**src/rtl/mqtt_receive_packet_parser_defines.svh**
```systemverilog
// Assertion macros for the MQTT receive parser.
`ifndef MQTT_RECEIVE_PACKET_PARSER_DEFINES_SVH
`define MQTT_RECEIVE_PACKET_PARSER_DEFINES_SVH

`ifndef NO_ASSERTIONS
// Check a property on the rising clock edge, idle while reset is asserted.
`define MRPP_ASSERT(lbl, clk, rst_n, prop, msg) \
  lbl: assert property (@(posedge clk) disable iff (!(rst_n)) (prop)) else $error(msg);
// Check a property on the rising clock edge, also during reset.
`define MRPP_ASSERT_ALWAYS(lbl, clk, prop, msg) \
  lbl: assert property (@(posedge clk) (prop)) else $error(msg);
`else
`define MRPP_ASSERT(lbl, clk, rst_n, prop, msg)
`define MRPP_ASSERT_ALWAYS(lbl, clk, prop, msg)
`endif

`endif

```
**src/rtl/mrpp_pkg.sv**
```systemverilog
package mrpp_pkg;

  localparam int unsigned MAX_LENGTH_BYTES = 4;

  localparam logic [7:0] LEN_CONT_BIT = 8'h80;
  localparam logic [6:0] LEN_DIGIT_MASK = 7'd127;

  // configuration register indexes
  localparam logic CFG_EXPECT_TYPE = 1'b0;
  localparam logic CFG_EXPECT_ID   = 1'b1;

  // control packet types
  localparam logic [3:0] PT_NONE     = 4'd0;
  localparam logic [3:0] PT_CONNACK  = 4'd2;
  localparam logic [3:0] PT_PUBLISH  = 4'd3;
  localparam logic [3:0] PT_PUBACK   = 4'd4;
  localparam logic [3:0] PT_PUBREL   = 4'd6;
  localparam logic [3:0] PT_UNSUBACK = 4'd11;

  localparam logic [1:0] QOS_0 = 2'd0;
  localparam logic [1:0] QOS_1 = 2'd1;
  localparam logic [1:0] QOS_2 = 2'd2;

  typedef enum logic [2:0] {
    PH_HDR   = 3'd0,
    PH_LEN   = 3'd1,
    PH_TLEN  = 3'd2,
    PH_TOPIC = 3'd3,
    PH_ID    = 3'd4,
    PH_PAY   = 3'd5,
    PH_OTHER = 3'd6
  } phase_e;

  typedef enum logic [2:0] {
    ROLE_HEADER    = 3'd0,
    ROLE_LENGTH    = 3'd1,
    ROLE_TOPIC_LEN = 3'd2,
    ROLE_TOPIC     = 3'd3,
    ROLE_PACKET_ID = 3'd4,
    ROLE_PAYLOAD   = 3'd5,
    ROLE_OTHER     = 3'd6,
    ROLE_LEN_ERR   = 3'd7
  } role_e;

  typedef enum logic [1:0] {
    REPLY_NONE    = 2'd0,
    REPLY_PUBACK  = 2'd1,
    REPLY_PUBREC  = 2'd2,
    REPLY_PUBCOMP = 2'd3
  } reply_e;

  typedef struct packed {
    phase_e      phase;
    logic [7:0]  header;
    logic [2:0]  len_cnt;
    logic [27:0] len_acc;
    logic [27:0] bytes_left;
    logic [15:0] topic_len;
    logic [15:0] topic_left;
    logic [15:0] id;
    logic        id_idx;
    logic [7:0]  code;
    logic [1:0]  body_cnt;   // body bytes seen, saturating
    logic [15:0] pend_id;
  } parse_state_t;

  typedef struct packed {
    logic [2:0]  role;
    logic [7:0]  data_byte;
    logic        end_of_packet;
    logic [3:0]  packet_type;
    logic [1:0]  qos;
    logic [15:0] packet_id;
    logic [27:0] remaining_length;
    logic [15:0] topic_length;
    logic        ack_match;
    logic [1:0]  reply_kind;
    logic        deliver;
    logic [7:0]  connack_code;
  } result_t;

endpackage

```
**src/rtl/mrpp_if.sv**
```systemverilog
interface mrpp_rx_if;
  logic       valid;
  logic       ready;
  logic [7:0] rx_byte;

  modport source (output valid, output rx_byte, input ready);
  modport sink (input valid, input rx_byte, output ready);
endinterface

interface mrpp_res_if;
  logic        valid;
  logic        ready;
  logic [2:0]  role;
  logic [7:0]  data_byte;
  logic        end_of_packet;
  logic [3:0]  packet_type;
  logic [1:0]  qos;
  logic [15:0] packet_id;
  logic [27:0] remaining_length;
  logic [15:0] topic_length;
  logic        ack_match;
  logic [1:0]  reply_kind;
  logic        deliver;
  logic [7:0]  connack_code;

  modport source (
    output valid, output role, output data_byte, output end_of_packet,
    output packet_type, output qos, output packet_id, output remaining_length,
    output topic_length, output ack_match, output reply_kind, output deliver,
    output connack_code, input ready
  );
  modport sink (
    input valid, input role, input data_byte, input end_of_packet,
    input packet_type, input qos, input packet_id, input remaining_length,
    input topic_length, input ack_match, input reply_kind, input deliver,
    input connack_code, output ready
  );
endinterface

```
**src/rtl/mqtt_receive_packet_parser.sv**
```systemverilog
// MQTT 3.1.1 receive parser: takes one received byte per cycle on rx_i and returns one
// tagged result per byte on res_o, in the cycle after the byte is accepted. Each byte is
// decoded combinationally against the registered parse state and the result is held
// in an output register, so a byte is accepted every cycle while res_o is taken (or the
// output register is empty); the per-byte parse state update sets that rate.
// The result carries the byte's role, the decoded fixed header, remaining length, topic
// length and packet id, and on the last byte of a packet the acknowledgement match, the
// reply due and the delivery decision for a PUBLISH. Write expect_type (index 0) and
// expect_id (index 1) only while the parser is idle; expect_type clears itself on a match.
`include "mqtt_receive_packet_parser_defines.svh"

module mqtt_receive_packet_parser (
  input  logic        clk_i,
  input  logic        rst_ni,
  input  logic        cfg_we_i,
  input  logic        cfg_idx_i,
  input  logic [15:0] cfg_wdata_i,
  mrpp_rx_if.sink     rx_i,
  mrpp_res_if.source  res_o
);

  mrpp_pkg::parse_state_t state_q, state_d;
  mrpp_pkg::result_t      res_q, res_d;
  logic                   res_valid_q;
  logic [3:0]             expect_type_q;
  logic [15:0]            expect_id_q;
  logic                   ack;
  logic                   rx_acc;

  mrpp_step u_step (
    .st_i          (state_q),
    .rx_byte_i     (rx_i.rx_byte),
    .expect_type_i (expect_type_q),
    .expect_id_i   (expect_id_q),
    .st_o          (state_d),
    .res_o         (res_d),
    .ack_o         (ack)
  );

  // take a new request while the output register is empty or draining
  assign rx_i.ready = !res_valid_q || res_o.ready;
  assign rx_acc     = rx_i.valid && rx_i.ready;

  always_ff @(posedge clk_i or negedge rst_ni) begin
    if (!rst_ni) begin
      state_q     <= '0;
      res_valid_q <= 1'b0;
    end else begin
      if (rx_acc) begin
        state_q <= state_d;
      end
      if (rx_acc) begin
        res_valid_q <= 1'b1;
      end else if (res_o.ready) begin
        res_valid_q <= 1'b0;
      end
    end
  end

  always_ff @(posedge clk_i) begin
    if (rx_acc) begin
      res_q <= res_d;
    end
  end

  always_ff @(posedge clk_i or negedge rst_ni) begin
    if (!rst_ni) begin
      expect_type_q <= 4'd0;
      expect_id_q   <= 16'd0;
    end else begin
      if (cfg_we_i) begin
        if (cfg_idx_i == mrpp_pkg::CFG_EXPECT_TYPE) begin
          expect_type_q <= cfg_wdata_i[3:0];
        end else if (cfg_idx_i == mrpp_pkg::CFG_EXPECT_ID) begin
          expect_id_q <= cfg_wdata_i;
        end
      end else if (rx_acc && ack) begin
        expect_type_q <= mrpp_pkg::PT_NONE;
      end
    end
  end

  assign res_o.valid            = res_valid_q;
  assign res_o.role             = res_q.role;
  assign res_o.data_byte        = res_q.data_byte;
  assign res_o.end_of_packet    = res_q.end_of_packet;
  assign res_o.packet_type      = res_q.packet_type;
  assign res_o.qos              = res_q.qos;
  assign res_o.packet_id        = res_q.packet_id;
  assign res_o.remaining_length = res_q.remaining_length;
  assign res_o.topic_length     = res_q.topic_length;
  assign res_o.ack_match        = res_q.ack_match;
  assign res_o.reply_kind       = res_q.reply_kind;
  assign res_o.deliver          = res_q.deliver;
  assign res_o.connack_code     = res_q.connack_code;

  `MRPP_ASSERT(a_eop_resync, clk_i, rst_ni,
    rx_acc && res_d.end_of_packet |=> state_q.phase == mrpp_pkg::PH_HDR,
    "parser not back at header after end of packet")
  `MRPP_ASSERT(a_len_err_resync, clk_i, rst_ni,
    rx_acc && res_d.role == mrpp_pkg::ROLE_LEN_ERR |=> state_q.phase == mrpp_pkg::PH_HDR,
    "parser not back at header after length error")
  `MRPP_ASSERT(a_ack_clears, clk_i, rst_ni,
    rx_acc && ack && !cfg_we_i |=> expect_type_q == mrpp_pkg::PT_NONE,
    "awaited type not cleared on match")
  `MRPP_ASSERT(a_reply_on_eop, clk_i, rst_ni,
    res_valid_q && (res_q.reply_kind != mrpp_pkg::REPLY_NONE || res_q.ack_match ||
                    res_q.deliver) |-> res_q.end_of_packet,
    "end-of-packet result outside the last byte")

endmodule

```
**src/rtl/mrpp_step.sv**
```systemverilog
module mrpp_step (
  input  mrpp_pkg::parse_state_t st_i,
  input  logic [7:0]             rx_byte_i,
  input  logic [3:0]             expect_type_i,
  input  logic [15:0]            expect_id_i,
  output mrpp_pkg::parse_state_t st_o,
  output mrpp_pkg::result_t      res_o,
  output logic                   ack_o
);

  function automatic mrpp_pkg::phase_e first_body(input logic [3:0] ptype);
    mrpp_pkg::phase_e ph;
    if (ptype == mrpp_pkg::PT_PUBLISH) begin
      ph = mrpp_pkg::PH_TLEN;
    end else if (ptype >= mrpp_pkg::PT_PUBACK && ptype <= mrpp_pkg::PT_UNSUBACK) begin
      ph = mrpp_pkg::PH_ID;
    end else begin
      ph = mrpp_pkg::PH_OTHER;
    end
    return ph;
  endfunction

  function automatic mrpp_pkg::phase_e after_topic(input logic [1:0] q);
    return (q != mrpp_pkg::QOS_0) ? mrpp_pkg::PH_ID : mrpp_pkg::PH_PAY;
  endfunction

  mrpp_pkg::parse_state_t s;
  mrpp_pkg::role_e        role;
  mrpp_pkg::reply_e       reply;
  mrpp_pkg::phase_e       nxt;
  logic                   eop;
  logic                   ack;
  logic                   deliver;
  logic [27:0]            digit;
  logic [15:0]            tlen;
  logic [3:0]             ptype;
  logic [1:0]             qos;

  always_comb begin
    s       = st_i;
    role    = mrpp_pkg::ROLE_HEADER;
    reply   = mrpp_pkg::REPLY_NONE;
    nxt     = st_i.phase;
    eop     = 1'b0;
    ack     = 1'b0;
    deliver = 1'b0;
    digit   = '0;
    tlen    = '0;

    case (st_i.phase)
      mrpp_pkg::PH_HDR: begin
        s            = '0;
        s.pend_id    = st_i.pend_id;
        s.header     = rx_byte_i;
        s.phase      = mrpp_pkg::PH_LEN;
      end
      mrpp_pkg::PH_LEN: begin
        if (st_i.len_cnt >= 3'(mrpp_pkg::MAX_LENGTH_BYTES)) begin
          // too many length bytes: drop and resync on the next header
          role    = mrpp_pkg::ROLE_LEN_ERR;
          s.phase = mrpp_pkg::PH_HDR;
        end else begin
          role = mrpp_pkg::ROLE_LENGTH;
          if (st_i.len_cnt == 3'd2) begin
            s.code = rx_byte_i;
          end
          case (st_i.len_cnt[1:0])
            2'd0:    digit = {21'd0, rx_byte_i[6:0] & mrpp_pkg::LEN_DIGIT_MASK};
            2'd1:    digit = {14'd0, rx_byte_i[6:0] & mrpp_pkg::LEN_DIGIT_MASK, 7'd0};
            2'd2:    digit = {7'd0, rx_byte_i[6:0] & mrpp_pkg::LEN_DIGIT_MASK, 14'd0};
            default: digit = {rx_byte_i[6:0] & mrpp_pkg::LEN_DIGIT_MASK, 21'd0};
          endcase
          s.len_acc = st_i.len_acc | digit;
          s.len_cnt = st_i.len_cnt + 3'd1;
          if ((rx_byte_i & mrpp_pkg::LEN_CONT_BIT) == 8'd0) begin
            s.bytes_left = s.len_acc;
            if (s.len_acc == 28'd0) begin
              eop     = 1'b1;
              s.phase = mrpp_pkg::PH_HDR;
            end else begin
              s.id_idx = 1'b0;
              s.phase  = first_body(st_i.header[7:4]);
            end
          end
        end
      end
      default: begin
        // packet offset 3 holds the CONNACK return code
        if ((4'(st_i.len_cnt) + 4'(st_i.body_cnt)) == 4'd2) begin
          s.code = rx_byte_i;
        end
        if (st_i.body_cnt != 2'd3) begin
          s.body_cnt = st_i.body_cnt + 2'd1;
        end
        case (st_i.phase)
          mrpp_pkg::PH_TLEN: begin
            role        = mrpp_pkg::ROLE_TOPIC_LEN;
            tlen        = {st_i.topic_len[7:0], rx_byte_i};
            s.topic_len = tlen;
            if (!st_i.id_idx) begin
              s.id_idx = 1'b1;
            end else begin
              s.id_idx     = 1'b0;
              s.topic_left = tlen;
              nxt = (tlen != 16'd0) ? mrpp_pkg::PH_TOPIC : after_topic(st_i.header[2:1]);
            end
          end
          mrpp_pkg::PH_TOPIC: begin
            role         = mrpp_pkg::ROLE_TOPIC;
            s.topic_left = st_i.topic_left - 16'd1;
            if (s.topic_left == 16'd0) begin
              nxt = after_topic(st_i.header[2:1]);
            end
          end
          mrpp_pkg::PH_ID: begin
            role = mrpp_pkg::ROLE_PACKET_ID;
            s.id = {st_i.id[7:0], rx_byte_i};
            if (!st_i.id_idx) begin
              s.id_idx = 1'b1;
            end else begin
              s.id_idx = 1'b0;
              nxt = (st_i.header[7:4] == mrpp_pkg::PT_PUBLISH) ? mrpp_pkg::PH_PAY
                                                               : mrpp_pkg::PH_OTHER;
            end
          end
          mrpp_pkg::PH_PAY: begin
            role = mrpp_pkg::ROLE_PAYLOAD;
          end
          default: begin
            role = mrpp_pkg::ROLE_OTHER;
          end
        endcase
        s.bytes_left = st_i.bytes_left - 28'd1;
        if (s.bytes_left == 28'd0) begin
          eop     = 1'b1;
          s.phase = mrpp_pkg::PH_HDR;
        end else begin
          s.phase = nxt;
        end
      end
    endcase

    ptype = s.header[7:4];
    qos   = s.header[2:1];

    if (eop) begin
      if ((expect_type_i != mrpp_pkg::PT_NONE && expect_type_i == ptype &&
           expect_id_i == s.id) || expect_type_i == mrpp_pkg::PT_CONNACK) begin
        ack = 1'b1;
      end
      if (ptype == mrpp_pkg::PT_PUBLISH) begin
        deliver = 1'b1;
        if (qos == mrpp_pkg::QOS_1) begin
          reply = mrpp_pkg::REPLY_PUBACK;
        end else if (qos == mrpp_pkg::QOS_2) begin
          // drop a QoS-2 redelivery of the id already pending
          if (st_i.pend_id != 16'd0 && st_i.pend_id == s.id) begin
            deliver = 1'b0;
          end
          s.pend_id = s.id;
          reply     = mrpp_pkg::REPLY_PUBREC;
        end
      end else if (ptype == mrpp_pkg::PT_PUBREL) begin
        s.pend_id = 16'd0;
        reply     = mrpp_pkg::REPLY_PUBCOMP;
      end
    end
  end

  assign st_o  = s;
  assign ack_o = ack;

  assign res_o.role             = role;
  assign res_o.data_byte        = rx_byte_i;
  assign res_o.end_of_packet    = eop;
  assign res_o.packet_type      = ptype;
  assign res_o.qos              = qos;
  assign res_o.packet_id        = s.id;
  assign res_o.remaining_length = s.len_acc;
  assign res_o.topic_length     = s.topic_len;
  assign res_o.ack_match        = ack;
  assign res_o.reply_kind       = reply;
  assign res_o.deliver          = deliver;
  assign res_o.connack_code     = s.code;

endmodule
```
**src/flat_wrapper.sv**
```systemverilog
// flat-port wrapper written by rule: the top's interface ports become plain ports
module mqtt_receive_packet_parser_flat 
  (clk_i, rst_ni, cfg_we_i, cfg_idx_i, cfg_wdata_i, rx_i_valid, rx_i_rx_byte, rx_i_ready, res_o_valid, res_o_role, res_o_data_byte, res_o_end_of_packet, res_o_packet_type, res_o_qos, res_o_packet_id, res_o_remaining_length, res_o_topic_length, res_o_ack_match, res_o_reply_kind, res_o_deliver, res_o_connack_code, res_o_ready);
  mrpp_rx_if rx_i_i ();
  mrpp_res_if res_o_i ();
  input  logic clk_i;
  input  logic rst_ni;
  input  logic cfg_we_i;
  input  logic cfg_idx_i;
  input  logic [15:0] cfg_wdata_i;
  input wire logic [$bits(rx_i_i.valid)-1:0] rx_i_valid;
  input wire logic [$bits(rx_i_i.rx_byte)-1:0] rx_i_rx_byte;
  output wire logic [$bits(rx_i_i.ready)-1:0] rx_i_ready;
  output wire logic [$bits(res_o_i.valid)-1:0] res_o_valid;
  output wire logic [$bits(res_o_i.role)-1:0] res_o_role;
  output wire logic [$bits(res_o_i.data_byte)-1:0] res_o_data_byte;
  output wire logic [$bits(res_o_i.end_of_packet)-1:0] res_o_end_of_packet;
  output wire logic [$bits(res_o_i.packet_type)-1:0] res_o_packet_type;
  output wire logic [$bits(res_o_i.qos)-1:0] res_o_qos;
  output wire logic [$bits(res_o_i.packet_id)-1:0] res_o_packet_id;
  output wire logic [$bits(res_o_i.remaining_length)-1:0] res_o_remaining_length;
  output wire logic [$bits(res_o_i.topic_length)-1:0] res_o_topic_length;
  output wire logic [$bits(res_o_i.ack_match)-1:0] res_o_ack_match;
  output wire logic [$bits(res_o_i.reply_kind)-1:0] res_o_reply_kind;
  output wire logic [$bits(res_o_i.deliver)-1:0] res_o_deliver;
  output wire logic [$bits(res_o_i.connack_code)-1:0] res_o_connack_code;
  input wire logic [$bits(res_o_i.ready)-1:0] res_o_ready;
  assign rx_i_i.valid = rx_i_valid;
  assign rx_i_i.rx_byte = rx_i_rx_byte;
  assign rx_i_ready = rx_i_i.ready;
  assign res_o_valid = res_o_i.valid;
  assign res_o_role = res_o_i.role;
  assign res_o_data_byte = res_o_i.data_byte;
  assign res_o_end_of_packet = res_o_i.end_of_packet;
  assign res_o_packet_type = res_o_i.packet_type;
  assign res_o_qos = res_o_i.qos;
  assign res_o_packet_id = res_o_i.packet_id;
  assign res_o_remaining_length = res_o_i.remaining_length;
  assign res_o_topic_length = res_o_i.topic_length;
  assign res_o_ack_match = res_o_i.ack_match;
  assign res_o_reply_kind = res_o_i.reply_kind;
  assign res_o_deliver = res_o_i.deliver;
  assign res_o_connack_code = res_o_i.connack_code;
  assign res_o_i.ready = res_o_ready;
  mqtt_receive_packet_parser u_core (.clk_i(clk_i), .rst_ni(rst_ni), .cfg_we_i(cfg_we_i), .cfg_idx_i(cfg_idx_i), .cfg_wdata_i(cfg_wdata_i), .rx_i(rx_i_i), .res_o(res_o_i));
endmodule
```
**config.mk**
```make
export PLATFORM = sky130hd
export DESIGN_NAME = mqtt_receive_packet_parser_flat
export DESIGN_NICKNAME = d
export VERILOG_FILES = /design/src/rtl/mrpp_pkg.sv /design/src/rtl/mrpp_if.sv /design/src/rtl/mqtt_receive_packet_parser.sv /design/src/rtl/mrpp_step.sv /design/src/flat_wrapper.sv
export VERILOG_INCLUDE_DIRS = /design/src /design/src/rtl
export SDC_FILE = /design/constraint.sdc
export NUM_CORES = 1
export LEC_CHECK = 0
export CORE_MARGIN = 2
export CORE_UTILIZATION = 45
export DETAILED_ROUTE_END_ITERATION = 6
export DONT_BUFFER_PORTS = 1
export GPL_TIMING_DRIVEN = 1
export SETUP_SLACK_MARGIN = 0.2
export SYNTH_ARGS = -nofsm -noshare
export SYNTH_HDL_FRONTEND = slang
export SYNTH_SLANG_ARGS = --single-unit
```
**constraint.sdc**
```tcl
create_clock -name clk_i -period 4.6 [get_ports clk_i]
set_clock_uncertainty 0.05 [all_clocks]
set_input_delay 0.92 -clock clk_i [delete_from_list [all_inputs] [get_ports clk_i]]
set_output_delay 0.92 -clock clk_i [all_outputs]
set_load 0.02 [all_outputs]
```
==> flow_summary.json, run 1 <==
{
  "status": "finished, final reports clean",
  "cts-root-buf": "clkbuf_16",
  "slew_viol_final": 0,
  "core_area_mm2": 0.0285,
  "cts-htree-levels": 1,
  "fin_nets": 1339,
  "gp_congestion": 0.905,
  "max-slew-margin-rel": 0.236,
  "yosysWarningCount": 0,
  "path_max_fanout": 16,
  "antenna_left": 0,
  "cts_setup_buffers": 0,
  "clkPwrFrac": 0.208,
  "grt_first_pass_wirelength_um": 55500,
  "fin_crit_ns": 3.78,
  "path_class": "flip-flop to flip-flop",
  "drive_above_1_share": 0.0821,
  "drc": 0,
  "yosysTopAreaCellShare": 0.318,
  "worstHoldPathType": "input pin to asynchronous set/reset pin",
  "avgSynthCellArea_um2": 9.67,
  "p_comb_frac": 0.409,
  "synth_cell_types": 80,
  "clk_pin_slew_ns": 0.06,
  "synth-async-reset-ratio": 0.646,
  "switching_power_w": 0.00437,
  "cts_buffer_depth": 3,
  "grt_pass1_vias": 9704,
  "num_io_pins": 122,
  "row_count": 62,
  "grt_max_degree": 165,
  "gr-total-overflow": 0,
  "cts_buffers": 27,
  "dieWidth_um": 173,
  "synthFlopType": "dfrtp_1",
  "synth-seq-area-share": 0.527,
  "final_common_cell": "nand2_1",
  "drtIter0Drc": 911,
  "grt_usage": 0.230,
  "hold_viol": 0,
  "max_cap_violations": 0,
  "arrival_ns": 4.20,
  "synth_top_cell_by_area": "dfrtp_1",
  "seqPwrFrac": 0.383,
  "fin_crit_sh": 0.821,
  "worstPathRequired_ns": 5.03,
  "fin_tns_setup_ns": 0,
  "initial_core_util": 0.454,
  "tightest_slew_ns": 1.14,
  "syn2layout_area_growth_pct": 8.74,
  "insertion_delay_ns": 0.54,
  "clock-sinks": 254,
  "leakagePower_nw": 5.76,
  "ys_top_cells_by_area": "dfrtp_1 32%, edfxtp_1 21%, o21ai_0 5.9%, nand2_1 5.7%, a21oi_1 3.8%",
  "hpwl_um": 22900,
  "synthesis.nets": 1379,
  "layout_common_cells": "196 x nand2_1, 163 x dfrtp_1, 152 x o21ai_0",
  "num_vias": 10100,
  "wl_per_cell_um": 20.5,
  "fmax_ghz": 0.265,
  "synth_cells": 1335,
  "antenna_found_initial": 0,
  "antenna_cells": 0,
  "finalPower_w": 0.0101,
  "die_y_um": 173,
  "tritoncts": "built",
  "vdd_drop_max_mv": 0.390,
  "startpoint_type": "flip-flop",
  "routed_wl_um": 34800,
  "cellInternalPower_w": 0.00569,
  "p_sw_frac": 0.434,
  "finalSetupViolations": 0,
  "ys_seq_elements": 254,
  "rsz0062_at_grt": "no",
  "netlist_area_mm2": 0.0129,
  "drt-vias-per-instance": 5.97,
  "port_buffers": 0,
  "die_area_mm2": 0.0301,
  "drt_first_pass_iters": 5,
  "dp.cells": 1648,
  "finalNonFillerCells": 1699,
  "end_kind": "flip-flop",
  "powerDensity_mw_per_mm2": 716,
  "synth_edf_count": 90
}
power groups by stage:
stage,sequential (W),combinational [W],clock [W]
5_1_grt,0.00393,0.00459,0.00224
3_5_place_dp,0.00387,0.00406,0
6_report,0.00385,0.00411,0.00209
4_1_cts,0.00383,0.00409,0.00215
2_1_floorplan,0.00353,0.00329,0
3_3_place_gp,0.00386,0.00402,0
worst max-delay path, cell delays in order (launching register included):
cell	delay, ns
dfrtp_1	0.44
inv_1	0.10
ha_1	0.26
or4b_1	0.57
nor4_4	0.51
xnor2_1	0.23
nand4_1	0.16
nor4b_2	0.27
a41oi_1	0.24
nor3_4	0.63
a22o_1	0.23
area by class of cell:
cell class	count	area [um^2]
fill	2630	14400
sequential	254	6810
multi-input combinational	964	5640
clock buffer	34	702
tap	384	480
timing repair buffer	22	170
clock inverter	15	138
inverter	26	100
synthesized netlist by cell type (all sizes together), types with 4 or more instances:
library cell	count
and2	4
a31o	4
xnor2	27
dfrtp	164
o21ai	168
mux2i	7
edfxtp	90
nand3	20
or2	5
a21o	18
mux2	18
nand2	196
nor2b	5
o211ai	4
nor3	33
o31ai	7
nand4	20
o22ai	7
or4b	6
o2111ai	4
a22o	44
nor2	107
or4	9
xor2	13
and3	6
or3	6
nand2b	9
nor4	32
nor4b	5
a31oi	18
clkbuf	75
inv	24
a21oi	98
o21a	4
nand4b	4
ha	13
buf	16
registers in the layout (all words and copies together), names as in the netlist, 2 cells and up:
signal and count:
u_core.res_o.packet_type 4, u_core.res_o.role 3, u_core.res_o.topic_length 16, u_core.res_o.connack_code 8
u_core.expect_type_q 4, u_core.res_o.packet_id 16, u_core.res_o.reply_kind 2, u_core.expect_id_q 16
u_core.res_o.remaining_length 28, u_core.state_q 143, u_core.res_o.data_byte 8, u_core.res_o.qos 2
through the flow:
stage	hold slack (ns)	instance area [um^2]	utilization	worst slack [ns]
4_1_cts	0.000805	14000	0.492	0.842
3_3_place_gp	0.405	13200	0.463	0.995
2_1_floorplan	0.394	12900	-	0.871
6_report	0.0273	14000	0.493	0.824
5_1_grt	0.00612	14000	0.493	0.594
3_5_place_dp	0.416	13200	0.463	0.858
layer usage:
layer	vias to the layer above	GRT usage	share of wire
met5	-	0	0
met4	0	0.0742	0.028
met3	64	0.0336	0.052
met2	310	0.378	0.48
met1	4985	0.315	0.44
li1	4787	-	-
cells by family after synthesis:
logic type	after synthesis	share of synthesized area
fa+ha+maj	15	0.0149
compound gates	404	0.190
simple gates	480	0.183
mux	25	0.0211
xor+xnor	40	0.0271
flops	254	0.527
buf+inv	117	0.0361
worst paths after layout:
path	startpoint	endpoint	slack (ns)	cells past startpoint
max	u_core.state_q[75]$_DFFE_PN0P_	u_core.state_q[3]$_DFFE_PN0P_	0.82	10
max reg2reg	u_core.state_q[75]$_DFFE_PN0P_	u_core.state_q[3]$_DFFE_PN0P_	0.82	10
max in group asynchronous	rst_ni	u_core.expect_type_q[1]$_DFFE_PN0P_	2.95	1
min in group clk_i	rx_i_rx_byte[0]	u_core.res_o.data_byte[0]$_DFFE_PP_	0.42	0
min reg2reg	u_core.state_q[39]$_DFFE_PN0P_	u_core.state_q[39]$_DFFE_PN0P_	0.43	2
min	rst_ni	u_core.state_q[2]$_DFFE_PN0P_	0.03	0
repair_timing:
item	CTS	global route
hold buffers	0	2
endpoints found under the hold margin	0	4
setup endpoints to repair	0	0
gates resized for setup	0	0
Note: power is estimated with default switching activity, not from simulation.
==> inputs of run 2 (changes only) <==
--- a/config.mk
+++ b/config.mk
@@ -6,6 +6,7 @@
 export SDC_FILE = /design/constraint.sdc
 export NUM_CORES = 1
 export LEC_CHECK = 0
+export ABC_AREA = 1
 export CORE_MARGIN = 2
 export CORE_UTILIZATION = 45
 export DETAILED_ROUTE_END_ITERATION = 6
==> constraint.sdc (replaced) <==
create_clock -name clk_i -period 3.7 [get_ports clk_i]
set_clock_uncertainty 0.05 [all_clocks]
set_input_delay 0.74 -clock clk_i [delete_from_list [all_inputs] [get_ports clk_i]]
set_output_delay 0.74 -clock clk_i [all_outputs]
set_load 0.02 [all_outputs]
==> run 2 against run 1 <==
Clock power rose by 33%. Total power rose by 27%. Die area rose by 4.3%. Critical path depth rose by 1. The run now ends with negative hold slack left. Cell area rose by 5.0%. Sequential share of layout area fell by 2.3 points. Highest routed layer unchanged. Synthesized cell count rose by 25%. Non-clock buffer count did not move. Synthesized area rose by 4.4%. Via count rose by 14%.
==> flow_summary.json, run 2 <==
{
  "initial_core_util": 0.456,
  "p_sw_frac": 0.445,
  "final_common_cell": "nand2_1",
  "ys_top_cells_by_area": "dfrtp_1 30%, edfxtp_1 20%, nand2_1 11%, o21ai_0 5.8%, nor2_1 5.5%",
  "grt_first_pass_wirelength_um": 61900,
  "violations": "negative hold slack",
  "regMostFlops": "u_core.state_q",
  "setup_ws_ns": 0.449,
  "finalSetupViolations": 0,
  "grt_max_degree": 165,
  "insertion_delay_ns": 0.56,
  "path_cells": "nor2_4, nand2_1, buf_4, o21ai_0, inv_1, nand2_1, o21ai_0, a221oi_1, nand3_1, nor2_1, nor2_1",
  "path_max_fanout": 25,
  "rsz0062_at_grt": "no",
  "vdd_drop_max_mv": 0.415,
  "synth_top_cell_by_area": "dfrtp_1",
  "dieWidth_um": 177,
  "grt_usage": 0.253,
  "routed_wl_um": 39700,
  "antenna_found_initial": 0,
  "drt-vias-per-instance": 5.61,
  "gr-total-overflow": 0,
  "p_comb_frac": 0.414,
  "switching_power_w": 0.00571,
  "clkPwrFrac": 0.218,
  "drtIter0Drc": 1207,
  "tritoncts": "built",
  "avgSynthCellArea_um2": 8.09,
  "worstHoldPathType": "input pin to asynchronous set/reset pin",
  "die_area_mm2": 0.0313,
  "ys_seq_elements": 254,
  "worstPathRequired_ns": 3.96,
  "row_count": 63,
  "cellInternalPower_w": 0.00711,
  "synth_edf_count": 90,
  "seqPwrFrac": 0.368,
  "end_kind": "flip-flop",
  "cp_slowest_cell": "o21ai_0",
  "hpwl_um": 27500,
  "clock-sinks": 254,
  "synth-async-reset-ratio": 0.646,
  "n_fill_cell": 2878,
  "max-slew-margin-rel": 0.410,
  "status": "finished with violations",
  "antenna_cells": 0,
  "hold_ws_ns": -0.163,
  "clk_pin_slew_ns": 0.06,
  "synthesis.nets": 1709,
  "synthTopCellsByCount": "388 x nand2_1, 196 x nor2_1, 186 x inv_1",
  "layout_common_cells": "387 x nand2_1, 195 x nor2_1, 185 x inv_1",
  "port_buffers": 0,
  "slew_viol_final": 0,
  "hold_viol": 164,
  "cp_slowest_stage_delay_ns": 0.67,
  "arrival_ns": 3.51,
  "netlist_area_mm2": 0.0135,
  "num_io_pins": 122,
  "wl_per_cell_um": 19.3,
  "powerDensity_mw_per_mm2": 869,
  "leakagePower_nw": 6.56,
  "yosysWarningCount": 0,
  "drc": 0,
  "drt_first_pass_iters": 6,
  "cts-root-buf": "clkbuf_16",
  "yosysMostFrequentCell": "nand2_1",
  "cts_buffer_depth": 3,
  "cts-htree-levels": 1,
  "core_area_mm2": 0.0296,
  "grt_pass1_vias": 10900,
  "num_vias": 11500,
  "die_y_um": 177,
  "place_ws_ns": 0.434,
  "cts_buffers": 28,
  "synth_cell_types": 49,
  "yosysTopAreaCellShare": 0.305,
  "drive_above_1_share": 0.0678,
  "path_class": "flip-flop to flip-flop",
  "startpoint_type": "flip-flop",
  "synth-seq-area-share": 0.505,
  "fmax_ghz": 0.308,
  "fin_crit_sh": 0.879,
  "utilization": 0.499,
  "tightest_slew_ns": 0.883,
  "fin_tns_setup_ns": 0,
  "antenna_left": 0,
  "syn2layout_area_growth_pct": 9.41,
  "synth_cells": 1665,
  "fin_crit_ns": 3.25,
  "fin_nets": 1691,
  "synthFlopType": "dfrtp_1",
  "gp_congestion": 0.900,
  "max_cap_violations": 0,
  "largest_register_ffs": 143
}
## run 2: changes by cell type after synthesis, moves of 19 or more
cell      previous run  this run
a22o_1              44         0
clkbuf_1            75        46
inv_1               24       186
nand2_1            196       388
nand3_1             19        70
nand4_1             19        38
nor2_1             107       196
nor4_1              29         9
o22ai_1              7        57
xnor2_1             27         5
## run 2: worst paths after layout
path / depth (start not counted) / slack, ns / from / end
worst max-delay path: 11 / 0.45 / u_core.state_q[143]$_DFFE_PN0P_ / u_core.res_o.deliver$_SDFFCE_PN0P_
worst min register to register: 2 / 0.43 / u_core.state_q[2]$_DFFE_PN0P_ / u_core.state_q[2]$_DFFE_PN0P_
max in group asynchronous: 0 / 3.54 / rst_ni / u_core.expect_id_q[7]$_DFFE_PN0P_
worst min-delay path: 0 / -0.16 / rst_ni / u_core.state_q[23]$_DFFE_PN0P_
worst max register to register: 11 / 0.45 / u_core.state_q[143]$_DFFE_PN0P_ / u_core.res_o.deliver$_SDFFCE_PN0P_
min in group clk_i: 0 / 0.23 / rx_i_rx_byte[7] / u_core.res_o.data_byte[7]$_DFFE_PP_
## run 2: critical path: cells and delay by family (launching register included)
family | cells | cell delay (ns)
buffers and inverters | 2 | 0.47
flip-flops | 1 | 0.48
AND/OR/NAND/NOR | 6 | 0.98
AO/OA/AOI/OAI | 3 | 1.03
## run 2: logic make-up after synthesis
| group | synth area share |
|---|---|
| muxes | 0.00334 |
| adders and majority gates | 0.0136 |
| buffers and inverters | 0.0770 |
| xor gates and xnor gates | 0.0156 |
| DFF | 0.505 |
| AOI/OAI and AO/OA | 0.144 |
| and+or+nand+nor | 0.241 |
## run 2: what timing repair did
action | CTS | global route
setup endpoints to repair | 0 | 14
gates resized for setup | 0 | 3
hold endpoints to repair | 164 | 164
buffers inserted | 0 | 0
## run 2: area by class of cell
| cell class | count | area (um^2) | share of cell area |
|---|---|---|---|
| clock inverters | 15 | 168 | 0.0114 |
| clock buffers | 35 | 747 | 0.0507 |
| repair buffers | 22 | 178 | 0.0120 |
| multi-input cells | 1151 | 5640 | 0.382 |
| inverters | 190 | 719 | 0.0488 |
| well taps | 390 | 488 | 0.0331 |
| flip-flops and latches | 254 | 6810 | 0.462 |
## run 2: through the flow
step	hold slack, ns	instance area, um^2	cells	total power (W)
floorplan	0.394	13500	1665	0.00851
global placement	0.408	13800	2007	0.00993
detailed placement	0.408	13800	2007	0.00998
CTS	-0.179	14700	2057	0.0128
global route	-0.188	14700	2057	0.0137
finish	-0.163	14700	2057	0.0128
## run 2: per-layer routing
layer / up-vias / wire length, um / track usage
met4: 0 / 1070 / 0.0758
li1: 5531 / - / -
met5: - / 0 / 0
met1: 5541 / 17300 / 0.348
met3: 52 / 2920 / 0.0479
met2: 418 / 18500 / 0.405
## run 2: power by group through the flow
| stage | sequential, W | combinational, W | clock (W) |
|---|---|---|---|
| floorplan | 0.00454 | 0.00396 | 0 |
| global placement | 0.00475 | 0.00517 | 0 |
| detailed placement | 0.00476 | 0.00523 | 0 |
| CTS | 0.00472 | 0.00525 | 0.00285 |
| global route | 0.00482 | 0.00597 | 0.00296 |
| finish | 0.00472 | 0.00530 | 0.00279 |
